<file path="src/stl_pkg.sv">
`default_nettype none
// ----------------------------------------------------------------------------
// stl_pkg
// Shared types, mode, token kind, error, modifier and base codes for the lexer.
// ----------------------------------------------------------------------------
package stl_pkg;

    localparam int OFFSET_BITS = 32;

    // lexer modes
    localparam logic [4:0] M_IDLE   = 5'd0;
    localparam logic [4:0] M_NAME   = 5'd1;
    localparam logic [4:0] M_ZERO   = 5'd2;
    localparam logic [4:0] M_RUN    = 5'd3;
    localparam logic [4:0] M_INT    = 5'd4;
    localparam logic [4:0] M_FRAC   = 5'd5;
    localparam logic [4:0] M_EXPS   = 5'd6;
    localparam logic [4:0] M_EXPF   = 5'd7;
    localparam logic [4:0] M_EXPD   = 5'd8;
    localparam logic [4:0] M_CFIRST = 5'd9;
    localparam logic [4:0] M_CESC   = 5'd10;
    localparam logic [4:0] M_CCLOSE = 5'd11;
    localparam logic [4:0] M_STR    = 5'd12;
    localparam logic [4:0] M_SESC   = 5'd13;
    localparam logic [4:0] M_OP1    = 5'd14;
    localparam logic [4:0] M_OP2    = 5'd15;

    // token kinds
    localparam logic [7:0] K_EOF    = 8'd0;
    localparam logic [7:0] K_INT    = 8'd128;
    localparam logic [7:0] K_FLOAT  = 8'd129;
    localparam logic [7:0] K_STRING = 8'd130;
    localparam logic [7:0] K_NAME   = 8'd131;
    localparam logic [7:0] K_SHL    = 8'd133;
    localparam logic [7:0] K_SHR    = 8'd134;
    localparam logic [7:0] K_SHL_EQ = 8'd147;
    localparam logic [7:0] K_SHR_EQ = 8'd148;

    // error codes
    localparam logic [3:0] E_NONE     = 4'd0;
    localparam logic [3:0] E_DIGIT    = 4'd1;
    localparam logic [3:0] E_OVERFLOW = 4'd2;
    localparam logic [3:0] E_EXPONENT = 4'd3;
    localparam logic [3:0] E_EMPTY    = 4'd4;
    localparam logic [3:0] E_CNEWLINE = 4'd5;
    localparam logic [3:0] E_ESCAPE   = 4'd6;
    localparam logic [3:0] E_NOCLOSE  = 4'd7;
    localparam logic [3:0] E_SNEWLINE = 4'd8;
    localparam logic [3:0] E_UNTERM   = 4'd9;

    // modifiers
    localparam logic [2:0] MOD_NONE = 3'd0;
    localparam logic [2:0] MOD_HEX  = 3'd1;
    localparam logic [2:0] MOD_BIN  = 3'd2;
    localparam logic [2:0] MOD_OCT  = 3'd3;
    localparam logic [2:0] MOD_CHAR = 3'd4;

    // number base codes
    localparam logic [1:0] B_DEC = 2'd0;
    localparam logic [1:0] B_HEX = 2'd1;
    localparam logic [1:0] B_BIN = 2'd2;
    localparam logic [1:0] B_OCT = 2'd3;

    typedef struct packed {
        logic [7:0]             kind;
        logic [2:0]             modifier;
        logic [63:0]            value;
        logic [OFFSET_BITS-1:0] start_offset;
        logic [OFFSET_BITS-1:0] length;
        logic [3:0]             error;
        logic                   last;
    } token_t;

    // one classified byte: up to two tokens
    typedef struct packed {
        logic   has0;
        token_t tok0;
        logic   has1;
        token_t tok1;
    } pair_t;

endpackage
`default_nettype wire

</file>
<file path="src/stl_front.sv">
`default_nettype none
// ----------------------------------------------------------------------------
// stl_front
// Accepts source bytes, runs the lexer mode machine and produces up to two
// finished tokens per byte.
// ----------------------------------------------------------------------------
module stl_front
    import stl_pkg::*;
(
    input  wire logic  clk,
    input  wire logic  rst_n,
    input  wire logic  in_valid,
    input  wire logic  [7:0] ch,
    input  wire logic  end_of_text,
    input  wire logic  take,
    output pair_t      pair
);

    logic [4:0]             mode_reg, mode_next;
    logic [OFFSET_BITS-1:0] start_reg, start_next;
    logic [OFFSET_BITS-1:0] pos_reg, pos_next;
    logic [63:0]            acc_reg, acc_next;
    logic [1:0]             base_reg, base_next;
    logic [2:0]             mod_reg, mod_next;
    logic [7:0]             pch_reg, pch_next;
    logic [3:0]             err_reg, err_next;

    logic        is_dec, is_alpha, is_e, is_space, is_op;
    logic [4:0]  hv;
    logic [7:0]  esc_val;
    logic        esc_ok;
    logic [7:0]  pair_kind;
    logic        absorbed;
    logic        emit_now;
    logic [7:0]  emit_kind;
    logic        emit_end_next;
    logic [3:0]  err_c;
    logic        add_dig;
    logic [63:0] mul_res;
    logic [4:0]  dig;
    logic        ovf;
    logic [1:0]  dig_base;
    logic [OFFSET_BITS-1:0] pos_p1;

    assign pos_p1 = pos_reg + 1'b1;

    // classify the byte
    always_comb
    begin
        is_dec   = (ch >= "0") && (ch <= "9");
        is_alpha = ((ch >= "a") && (ch <= "z")) || ((ch >= "A") && (ch <= "Z"));
        is_e     = (ch == "e") || (ch == "E");
        is_space = (ch == 8'd32) || ((ch >= 8'd9) && (ch <= 8'd13));
        is_op    = (ch == "=") || (ch == "!") || (ch == ":") || (ch == "^") ||
                   (ch == "*") || (ch == "/") || (ch == "%") || (ch == "+") ||
                   (ch == "-") || (ch == "&") || (ch == "|") || (ch == "<") ||
                   (ch == ">");
        if (is_dec)
            hv = 5'(ch - "0");
        else if ((ch >= "a") && (ch <= "f"))
            hv = 5'(ch - "a") + 5'd10;
        else if ((ch >= "A") && (ch <= "F"))
            hv = 5'(ch - "A") + 5'd10;
        else
            hv = 5'd16;
    end

    // escape decode
    always_comb
    begin
        esc_ok = 1'b1;
        unique case (ch)
            "n":     esc_val = 8'd10;
            "r":     esc_val = 8'd13;
            "t":     esc_val = 8'd9;
            "v":     esc_val = 8'd11;
            "b":     esc_val = 8'd8;
            "a":     esc_val = 8'd7;
            "0":     esc_val = 8'd0;
            8'd92:   esc_val = 8'd92;
            8'd39:   esc_val = 8'd39;
            8'd34:   esc_val = 8'd34;
            default:
            begin
                esc_val = 8'd0;
                esc_ok  = 1'b0;
            end
        endcase
    end

    // two-character operator lookup
    always_comb
    begin
        pair_kind = 8'd0;
        if (ch == "=")
        begin
            unique case (pch_reg)
                "=":     pair_kind = 8'd135;
                "!":     pair_kind = 8'd136;
                ":":     pair_kind = 8'd141;
                "^":     pair_kind = 8'd146;
                "*":     pair_kind = 8'd149;
                "/":     pair_kind = 8'd150;
                "%":     pair_kind = 8'd151;
                "+":     pair_kind = 8'd142;
                "-":     pair_kind = 8'd143;
                "&":     pair_kind = 8'd144;
                "|":     pair_kind = 8'd145;
                "<":     pair_kind = 8'd137;
                ">":     pair_kind = 8'd138;
                default: pair_kind = 8'd0;
            endcase
        end
        else if (ch == pch_reg)
        begin
            unique case (pch_reg)
                "+":     pair_kind = 8'd152;
                "-":     pair_kind = 8'd153;
                "&":     pair_kind = 8'd139;
                "|":     pair_kind = 8'd140;
                default: pair_kind = 8'd0;
            endcase
        end
    end

    // digit accumulate: shifts for powers of two, shift-add for ten
    always_comb
    begin
        logic [67:0] wide;
        logic [4:0]  bv;
        wide = 68'd0;
        // a decimal digit after a leading zero already counts in octal
        dig_base = (mode_reg == M_ZERO && is_dec) ? B_OCT : base_reg;
        unique case (dig_base)
            B_DEC: bv = 5'd10;
            B_HEX: bv = 5'd16;
            B_BIN: bv = 5'd2;
            default: bv = 5'd8;
        endcase
        dig = (hv >= bv) ? 5'd0 : hv;
        unique case (dig_base)
            B_DEC:   wide = {1'b0, acc_reg, 3'b0} + {3'b0, acc_reg, 1'b0} + 68'(dig);
            B_HEX:   wide = {acc_reg, 4'b0} + 68'(dig);
            B_BIN:   wide = {3'b0, acc_reg, 1'b0} + 68'(dig);
            default: wide = {1'b0, acc_reg, 3'b0} + 68'(dig);
        endcase
        mul_res = wide[63:0];
        ovf = |wide[67:64];
    end

    // mode machine
    always_comb
    begin
        mode_next     = mode_reg;
        start_next    = start_reg;
        pos_next      = pos_reg;
        acc_next      = acc_reg;
        base_next     = base_reg;
        mod_next      = mod_reg;
        pch_next      = pch_reg;
        err_c         = err_reg;
        absorbed      = 1'b1;
        emit_now      = 1'b0;
        emit_kind     = K_EOF;
        emit_end_next = 1'b0;
        add_dig       = 1'b0;
        pair          = '0;

        if (end_of_text)
        begin
            absorbed = 1'b1;
            unique case (mode_reg)
                M_NAME: begin emit_now = 1'b1; emit_kind = K_NAME; end
                M_ZERO, M_RUN, M_INT: begin emit_now = 1'b1; emit_kind = K_INT; end
                M_FRAC, M_EXPD: begin emit_now = 1'b1; emit_kind = K_FLOAT; end
                M_EXPS, M_EXPF:
                begin
                    emit_now = 1'b1; emit_kind = K_FLOAT;
                    if (err_c == E_NONE) err_c = E_EXPONENT;
                end
                M_CFIRST, M_CESC, M_CCLOSE:
                begin
                    emit_now = 1'b1; emit_kind = K_INT;
                    if (err_c == E_NONE) err_c = E_NOCLOSE;
                end
                M_STR, M_SESC:
                begin
                    emit_now = 1'b1; emit_kind = K_STRING;
                    if (err_c == E_NONE) err_c = E_UNTERM;
                end
                M_OP1: begin emit_now = 1'b1; emit_kind = pch_reg; end
                M_OP2:
                begin
                    emit_now = 1'b1;
                    emit_kind = (pch_reg == "<") ? K_SHL : K_SHR;
                end
                default: emit_now = 1'b0;
            endcase
        end
        else
        begin
            unique case (mode_reg)
                M_NAME:
                    if (!(is_alpha || is_dec || ch == "_"))
                    begin
                        absorbed = 1'b0; emit_now = 1'b1; emit_kind = K_NAME;
                    end
                M_ZERO:
                    if (ch == "x" || ch == "X")
                    begin
                        mod_next = MOD_HEX; base_next = B_HEX; mode_next = M_INT;
                    end
                    else if (ch == "b" || ch == "B")
                    begin
                        mod_next = MOD_BIN; base_next = B_BIN; mode_next = M_INT;
                    end
                    else if (is_dec)
                    begin
                        mod_next = MOD_OCT; base_next = B_OCT; mode_next = M_RUN;
                        add_dig = 1'b1;
                    end
                    else if (ch == ".")
                        mode_next = M_FRAC;
                    else if (is_e)
                        mode_next = M_EXPS;
                    else if (hv < 5'd16)
                    begin
                        add_dig = 1'b1; mode_next = M_INT;
                    end
                    else
                    begin
                        absorbed = 1'b0; emit_now = 1'b1; emit_kind = K_INT;
                    end
                M_RUN:
                    if (is_dec)
                        add_dig = 1'b1;
                    else if (ch == ".")
                        mode_next = M_FRAC;
                    else if (is_e)
                        mode_next = M_EXPS;
                    else if (hv < 5'd16)
                    begin
                        add_dig = 1'b1; mode_next = M_INT;
                    end
                    else
                    begin
                        absorbed = 1'b0; emit_now = 1'b1; emit_kind = K_INT;
                    end
                M_INT:
                    if (hv < 5'd16)
                        add_dig = 1'b1;
                    else
                    begin
                        absorbed = 1'b0; emit_now = 1'b1; emit_kind = K_INT;
                    end
                M_FRAC:
                    if (is_e)
                        mode_next = M_EXPS;
                    else if (!is_dec)
                    begin
                        absorbed = 1'b0; emit_now = 1'b1; emit_kind = K_FLOAT;
                    end
                M_EXPS:
                    if (ch == "+" || ch == "-")
                        mode_next = M_EXPF;
                    else if (is_dec)
                        mode_next = M_EXPD;
                    else
                    begin
                        if (err_c == E_NONE) err_c = E_EXPONENT;
                        absorbed = 1'b0; emit_now = 1'b1; emit_kind = K_FLOAT;
                    end
                M_EXPF:
                    if (is_dec)
                        mode_next = M_EXPD;
                    else
                    begin
                        if (err_c == E_NONE) err_c = E_EXPONENT;
                        absorbed = 1'b0; emit_now = 1'b1; emit_kind = K_FLOAT;
                    end
                M_EXPD:
                    if (!is_dec)
                    begin
                        absorbed = 1'b0; emit_now = 1'b1; emit_kind = K_FLOAT;
                    end
                M_CFIRST:
                begin
                    mode_next = M_CCLOSE;
                    if (ch == 8'd39)
                    begin
                        if (err_c == E_NONE) err_c = E_EMPTY;
                    end
                    else if (ch == 8'd10)
                    begin
                        if (err_c == E_NONE) err_c = E_CNEWLINE;
                    end
                    else if (ch == 8'd92)
                        mode_next = M_CESC;
                    else
                        acc_next = 64'(ch);
                end
                M_CESC:
                begin
                    acc_next = 64'(esc_val);
                    if (!esc_ok && err_c == E_NONE) err_c = E_ESCAPE;
                    mode_next = M_CCLOSE;
                end
                M_CCLOSE:
                    if (ch == 8'd39)
                    begin
                        emit_now = 1'b1; emit_kind = K_INT; emit_end_next = 1'b1;
                    end
                    else
                    begin
                        if (err_c == E_NONE) err_c = E_NOCLOSE;
                        absorbed = 1'b0; emit_now = 1'b1; emit_kind = K_INT;
                    end
                M_STR:
                    if (ch == 8'd34)
                    begin
                        emit_now = 1'b1; emit_kind = K_STRING; emit_end_next = 1'b1;
                    end
                    else if (ch == 8'd10)
                    begin
                        if (err_c == E_NONE) err_c = E_SNEWLINE;
                    end
                    else if (ch == 8'd92)
                        mode_next = M_SESC;
                M_SESC:
                begin
                    if (!esc_ok && err_c == E_NONE) err_c = E_ESCAPE;
                    mode_next = M_STR;
                end
                M_OP1:
                    if ((pch_reg == "<" || pch_reg == ">") && ch == pch_reg)
                        mode_next = M_OP2;
                    else if (pair_kind != 8'd0)
                    begin
                        emit_now = 1'b1; emit_kind = pair_kind; emit_end_next = 1'b1;
                    end
                    else
                    begin
                        absorbed = 1'b0; emit_now = 1'b1; emit_kind = pch_reg;
                    end
                M_OP2:
                    if (ch == "=")
                    begin
                        emit_now = 1'b1; emit_end_next = 1'b1;
                        emit_kind = (pch_reg == "<") ? K_SHL_EQ : K_SHR_EQ;
                    end
                    else
                    begin
                        absorbed = 1'b0; emit_now = 1'b1;
                        emit_kind = (pch_reg == "<") ? K_SHL : K_SHR;
                    end
                default: absorbed = 1'b0;
            endcase
        end

        if (add_dig)
        begin
            if (hv >= 5'(dig) && hv != 5'(dig) && err_c == E_NONE) err_c = E_DIGIT;
            if (ovf && err_c == E_NONE) err_c = E_OVERFLOW;
            acc_next = mul_res;
        end

        // first result: token finished by this byte or by end of text
        pair.has0               = emit_now;
        pair.tok0.kind          = emit_kind;
        pair.tok0.modifier      = (emit_kind == K_INT) ? mod_reg : MOD_NONE;
        pair.tok0.value         = (emit_kind == K_INT) ? acc_reg : 64'd0;
        if (emit_kind == K_INT && (mode_reg == M_CFIRST || mode_reg == M_CESC ||
            mode_reg == M_CCLOSE) && !end_of_text)
            pair.tok0.value = acc_next;
        if (emit_kind == K_INT && mode_reg != M_CFIRST && mode_reg != M_CESC &&
            mode_reg != M_CCLOSE)
            pair.tok0.value = acc_reg;
        pair.tok0.start_offset  = start_reg;
        pair.tok0.length        = (emit_end_next ? pos_p1 : pos_reg) - start_reg;
        pair.tok0.error         = err_c;
        pair.tok0.last          = 1'b0;
        if (emit_now)
            mode_next = M_IDLE;

        if (end_of_text)
        begin
            pair.has1              = 1'b1;
            pair.tok1.kind         = K_EOF;
            pair.tok1.modifier     = MOD_NONE;
            pair.tok1.value        = 64'd0;
            pair.tok1.start_offset = pos_reg;
            pair.tok1.length       = '0;
            pair.tok1.error        = E_NONE;
            pair.tok1.last         = 1'b1;
            mode_next  = M_IDLE;
            start_next = '0;
            pos_next   = '0;
            acc_next   = 64'd0;
            base_next  = B_DEC;
            mod_next   = MOD_NONE;
            pch_next   = 8'd0;
            err_c      = E_NONE;
        end
        else
        begin
            pos_next = pos_p1;
            if (!absorbed)
            begin
                // start a new token with this byte
                start_next = pos_reg;
                acc_next   = 64'd0;
                mod_next   = MOD_NONE;
                base_next  = B_DEC;
                err_c      = E_NONE;
                pch_next   = 8'd0;
                mode_next  = M_IDLE;
                if (is_space || ch == 8'd0 || ch[7])
                    mode_next = M_IDLE;
                else if (is_alpha || ch == "_")
                    mode_next = M_NAME;
                else if (ch == "0")
                    mode_next = M_ZERO;
                else if (is_dec)
                begin
                    mode_next = M_RUN;
                    acc_next  = 64'(hv);
                end
                else if (ch == ".")
                    mode_next = M_FRAC;
                else if (ch == 8'd39)
                begin
                    mode_next = M_CFIRST;
                    mod_next  = MOD_CHAR;
                end
                else if (ch == 8'd34)
                    mode_next = M_STR;
                else if (is_op)
                begin
                    mode_next = M_OP1;
                    pch_next  = ch;
                end
                else
                begin
                    pair.has1              = 1'b1;
                    pair.tok1.kind         = ch;
                    pair.tok1.modifier     = MOD_NONE;
                    pair.tok1.value        = 64'd0;
                    pair.tok1.start_offset = pos_reg;
                    pair.tok1.length       = OFFSET_BITS'(1);
                    pair.tok1.error        = E_NONE;
                    pair.tok1.last         = 1'b1;
                end
            end
        end
        if (!pair.has1)
            pair.tok0.last = 1'b1;
        err_next = err_c;
    end

    // advance state on a transfer
    always_ff @(posedge clk or negedge rst_n)
    begin
        if (!rst_n)
        begin
            mode_reg  <= M_IDLE;
            start_reg <= '0;
            pos_reg   <= '0;
            acc_reg   <= 64'd0;
            base_reg  <= B_DEC;
            mod_reg   <= MOD_NONE;
            pch_reg   <= 8'd0;
            err_reg   <= E_NONE;
        end
        else if (in_valid && take)
        begin
            mode_reg  <= mode_next;
            start_reg <= start_next;
            pos_reg   <= pos_next;
            acc_reg   <= acc_next;
            base_reg  <= base_next;
            mod_reg   <= mod_next;
            pch_reg   <= pch_next;
            err_reg   <= err_next;
        end
    end

endmodule
`default_nettype wire

</file>
<file path="src/stl_back.sv">
`default_nettype none
// ----------------------------------------------------------------------------
// stl_back
// Token queue between the classifier and the output port; presents one
// token per cycle while out_stall is low and drains a byte's tokens in order.
// ----------------------------------------------------------------------------
module stl_back
    import stl_pkg::*;
(
    input  wire logic  clk,
    input  wire logic  rst_n,
    input  wire logic  push,
    input  wire pair_t pair,
    output logic       room,
    output logic       out_valid,
    input  wire logic  out_stall,
    output token_t     tok
);

    localparam int DEPTH = 4;

    token_t     q_reg [DEPTH];
    logic [1:0] rd_reg, rd_next;
    logic [1:0] wr_reg, wr_next;
    logic [2:0] cnt_reg, cnt_next;
    logic       pop;
    logic [1:0] n_in;

    assign out_valid = (cnt_reg != 3'd0);
    assign tok       = q_reg[rd_reg];
    assign pop       = out_valid && !out_stall;
    // accept a byte only when both of its tokens fit
    assign room      = (cnt_reg <= 3'(DEPTH - 2));
    assign n_in      = push ? (2'(pair.has0) + 2'(pair.has1)) : 2'd0;

    always_comb
    begin
        rd_next  = rd_reg + 2'(pop);
        wr_next  = wr_reg + n_in;
        cnt_next = cnt_reg + 3'(n_in) - 3'(pop);
    end

    // write queue entries
    always_ff @(posedge clk)
    begin
        if (push && pair.has0)
            q_reg[wr_reg] <= pair.tok0;
        if (push && pair.has1)
            q_reg[wr_reg + 2'(pair.has0)] <= pair.tok1;
    end

    // advance pointers
    always_ff @(posedge clk or negedge rst_n)
    begin
        if (!rst_n)
        begin
            rd_reg  <= 2'd0;
            wr_reg  <= 2'd0;
            cnt_reg <= 3'd0;
        end
        else
        begin
            rd_reg  <= rd_next;
            wr_reg  <= wr_next;
            cnt_reg <= cnt_next;
        end
    end

endmodule
`default_nettype wire

</file>
<file path="src/source_token_lexer_top.sv">
`default_nettype none
// ----------------------------------------------------------------------------
// source_token_lexer_top
// C-style lexer: one source byte per transfer in, tokens out.
// ----------------------------------------------------------------------------
// channel  direction  handshake             payload
// in       input      in_valid / in_stall   ch, end_of_text
// out      output     out_valid / out_stall kind, modifier, value,
//                                           start_offset, length, error, last
//
// One byte is taken per cycle while in_stall is low; the classifier works in
// the accept cycle and writes up to two tokens into a four-entry queue. One
// token leaves per cycle while out_stall is low.
// in_stall rises when fewer than two queue entries are free.
// Reset returns the lexer to idle at offset zero and empties the queue.
// ----------------------------------------------------------------------------
module source_token_lexer_top
    import stl_pkg::*;
(
    input  wire logic              clk,
    input  wire logic              rst_n,
    input  wire logic              in_valid,
    output logic                   in_stall,
    input  wire logic [7:0]        ch,
    input  wire logic              end_of_text,
    output logic                   out_valid,
    input  wire logic              out_stall,
    output logic [7:0]             kind,
    output logic [2:0]             modifier,
    output logic [63:0]            value,
    output logic [OFFSET_BITS-1:0] start_offset,
    output logic [OFFSET_BITS-1:0] length,
    output logic [3:0]             error,
    output logic                   last
);

    pair_t  pair;
    token_t tok;
    logic   room;

    assign in_stall = !room;

    stl_front u_front
    (
        .clk         (clk),
        .rst_n       (rst_n),
        .in_valid    (in_valid),
        .ch          (ch),
        .end_of_text (end_of_text),
        .take        (room),
        .pair        (pair)
    );

    stl_back u_back
    (
        .clk       (clk),
        .rst_n     (rst_n),
        .push      (in_valid && room),
        .pair      (pair),
        .room      (room),
        .out_valid (out_valid),
        .out_stall (out_stall),
        .tok       (tok)
    );

    assign kind         = tok.kind;
    assign modifier     = tok.modifier;
    assign value        = tok.value;
    assign start_offset = tok.start_offset;
    assign length       = tok.length;
    assign error        = tok.error;
    assign last         = tok.last;

endmodule
`default_nettype wire
</file>
<file path="config.mk">
export PLATFORM = sky130hd
export DESIGN_NAME = source_token_lexer_top
export DESIGN_NICKNAME = d
export VERILOG_FILES = /design/src/stl_pkg.sv /design/src/stl_front.sv /design/src/stl_back.sv /design/src/source_token_lexer_top.sv
export SDC_FILE = /design/constraint.sdc
export NUM_CORES = 2
export LEC_CHECK = 0
export ABC_CLOCK_PERIOD_IN_PS = 10800
export BUFFER_PORTS_ARGS = -buffer_cell sky130_fd_sc_hd__buf_2
export CAP_MARGIN = 5
export CORE_AREA = 5 5 327 329
export CTS_BUF_LIST = sky130_fd_sc_hd__clkbuf_16
export DETAILED_ROUTE_END_ITERATION = 8
export DIE_AREA = 0 0 332 334
export PLACE_DENSITY_LB_ADDON = 0.2
export SYNTH_ARGS = -nofsm -noshare
export SYNTH_HDL_FRONTEND = slang
export SYNTH_HIERARCHICAL = 1
export SYNTH_SLANG_ARGS = --single-unit
</file>
<file path="constraint.sdc">
create_clock -name clk -period 10.8 [get_ports clk]
set_input_delay 1.62 -clock clk [delete_from_list [all_inputs] [get_ports clk]]
set_output_delay 1.62 -clock clk [all_outputs]
set_load 0.01 [all_outputs]
</file>
==> metrics.yaml <==
p_clk_frac: 0.246
synth-async-reset-ratio: 0.212
grt-busiest-layer: "met2"
nNetsFinal: 4816
hp-start: "u_front/mod_reg[2]$_DFFE_PN0P_"
finalSetupTns_ps: 0
internal_power_mw: 7.43
drt-total-wl_um: 151000
clk_transition_reported_paths_ps: 60
drt_iter0_drc: 3319
routed_via_density: 6.20
drv_cap: 0
crit_fanout: 16
slew-limit-headroom: 0.177
fin_ws_ps: 2000
critPathRequiredTime_ps: 11350
seqPwrFrac: 0.355
use_met1: 0.355
share_comb_of_total_power: 0.399
vias: 37600
grt_usage: 0.264
finalCriticalPeriod_ps: 8800
reg2reg_depth: 24
syn_avg_cell_area_um2: 11.0
cts_sinks: 731
grt_overflow: 0
critPathCaptureType: "register"
ant_nets: 0
synth_warnings: 6
synthFlopType: "edfxtp_1"
yosysUniqueCellTypes: 98
io_pins: 159
status: "finished clean"
finalClockSkew_ps: 33.7
htree_levels: 3
max-vdd-ir-drop_v: 0.000279
syn_area_mm2: 0.0514
slew_violations: 0
cts.hold.buffers_added: 0
tritoncts: "yes"
largest_reg_flops: 576
pre_cts_ws_ps: 1470
grt_max_degree: 145
rows: 118
period_share: 0.815
die_h_um: 334
p_leak_nw: 21.1
syn_to_final_growth_pct: 7.50
tightest_slew_ps: 1230
post_drt_wl_per_cell_um: 24.9
post_cts_buffers: 0
gp_congestion: 0.987
cts_buffers: 83
worstReg2RegStart: "u_front/mode_reg[4]$_DFFE_PN0P_"
whs_path_depth: 2
hold_ws_ps: 507
post_cts_resized: 0
hold_violations: 0
synth-seq-cells: 731
clock.fmax_ghz: 0.114
root_buffer: "clkbuf_16"
setup_violations: 0
critPathArrivalTime_ps: 9350
crit_slowest_cell: "o21ai_0"
rsz0062_at_grt: "false"
r2r_setup_slack_ps: 2870
cts_buffer_depth: 3
grtUsageMet2: 0.449
dp_hpwl_um: 99500
grt_pass1_vias: 37700
ys_seq_area_frac: 0.412
die_w_um: 332
synth-edff-count: 576
numPortBuffers: 158
clk_latency_ps: 670
worst_hold_path.endpoint: "u_front/mod_reg[2]$_DFFE_PN0P_"
worstSetupStartpointType: "primary input"
drive_gt1_frac: 0.238
grt_pass1_wl_um: 232000
post-route-util: 0.535
coreArea_mm2: 0.103
grt_use_met3: 0.0408
swShare: 0.353
r2r-end: "u_front/acc_reg[62]$_DFFE_PN0P_"
synthCells: 4661
initial_core_util: 0.498
min_path_type: "reg -> reg"
drc: 0
path_class: "in -> reg"
power_switching_mw: 4.06
die_area_mm2: 0.111
max_stage_delay_ps: 640
finalPower_mw: 11.5
antenna_found_initial: 2
power_density_mw_per_mm2: 208
drt_first_pass_iters: 7
[through the flow]
step	instance area (um^2)	std cells
after floorplan	51800	4763
after global routing	55200	6065
after global placement	52500	5910
after CTS	55200	6065
after detailed placement	52500	5910
final	55200	6067
[synth_stat cells (21+ instances only)]
library cell / number / area (um^2)
edfxtp_1: 576 / 17300
mux2_2: 466 / 5250
nand2_1: 397 / 1490
nor2_1: 292 / 1100
clkbuf_1: 242 / 908
a21oi_1: 217 / 1090
o21ai_0: 198 / 991
ha_1: 181 / 2260
xnor2_1: 170 / 1490
dfrtp_1: 155 / 3880
mux4_2: 144 / 3240
xor2_1: 137 / 1200
buf_4: 136 / 1020
inv_1: 98 / 368
mux2_4: 98 / 1470
nor3_1: 98 / 490
nand3_1: 95 / 475
and2_1: 74 / 463
nand4_1: 71 / 444
nor2b_1: 63 / 394
a21o_1: 62 / 465
a22o_1: 55 / 482
a221oi_1: 53 / 464
buf_2: 47 / 235
and3_1: 42 / 263
mux2i_1: 33 / 330
or3_1: 25 / 156
o21a_1: 23 / 173
a211oi_1: 22 / 165
nor4_1: 22 / 138
a31oi_1: 21 / 131
o31ai_1: 21 / 158
[worst max-delay path, delay by kind of cell]
family	cells	cell delay (ps)
and+or+nand+nor	3	810
adders and majority gates	5	1790
xor gates and xnor gates	1	160
AOI/OAI and AO/OA	14	3750
buffers and inverters	6	1200
[cell usage in the layout, fill, tap and decap left out, types with 23 or more instances in the layout]
cell and count:
nand4_1 71, ha_1 178, a22o_1 55, o21ai_0 198, edfxtp_1 576, nor2b_1 63, clkbuf_16 84, and2_1 74
nor2_1 291, inv_1 118, and3_1 42, buf_4 59, xor2_1 137, nand2_1 396, or3_1 25, o21a_1 23
nand3_1 95, mux2_4 98, mux2i_1 33, nor3_1 96, mux4_2 144, xnor2_1 170, conb_1 103, buf_2 157
a21o_1 62, a21oi_1 217, dfrtp_1 153, a221oi_1 53, mux2_2 466
[how the worst max path moves through the flow]
stage | to | slack (ps) | start
after floorplan | u_back/q_reg[3][0]$_DFFE_PP_ | 1250 | ch[1]
after global placement | u_back/q_reg[3][2]$_DFFE_PP_ | 1620 | ch[0]
after detailed placement | u_back/q_reg[2][2]$_DFFE_PP_ | 1470 | ch[0]
after CTS | u_back/q_reg[1][2]$_DFFE_PP_ | 2150 | ch[0]
after global routing | u_back/q_reg[1][2]$_DFFE_PP_ | 1650 | ch[0]
final | u_front/acc_reg[62]$_DFFE_PN0P_ | 2000 | ch[0]
[metal layers]
| metal | vias to the layer above | share of wire |
|---|---|---|
| li1 | 17100 | - |
| met1 | 18800 | 0.43 |
| met2 | 1359 | 0.48 |
| met3 | 267 | 0.066 |
| met4 | 2 | 0.030 |
| met5 | - | 0.000093 |
[layout make-up]
type	instances	area, um^2
repair buffers	226	1420
inverters	100	375
multi-input cells	3473	27800
flip-flops and latches	731	21200
well taps	1380	1730
diodes	2	5.00
clock buffers	84	2100
clock inverters	71	598
fillers	8988	48000
[power by group through the flow]
stage	combinational (mW)	sequential, mW	clock [mW]
floorplan	3.27	4.01	0
global placement	4.55	4.12	0
detailed placement	4.58	4.14	0
CTS	4.61	4.08	2.88
global route	4.93	4.12	3.00
finish	4.59	4.08	2.83
[cell families (layout without fill, tap and decap cells)]
family,after synthesis,count (layout),share of synthesized area
buf+inv,559,481,0.0561
mux,755,755,0.203
flops,731,731,0.412
other cells,1,105,0.0000730
xor+xnor,309,309,0.0530
compound gates,843,843,0.109
fa+ha+maj,188,188,0.0468
simple gates,1275,1275,0.120
(Power assumes the default switching activity.)
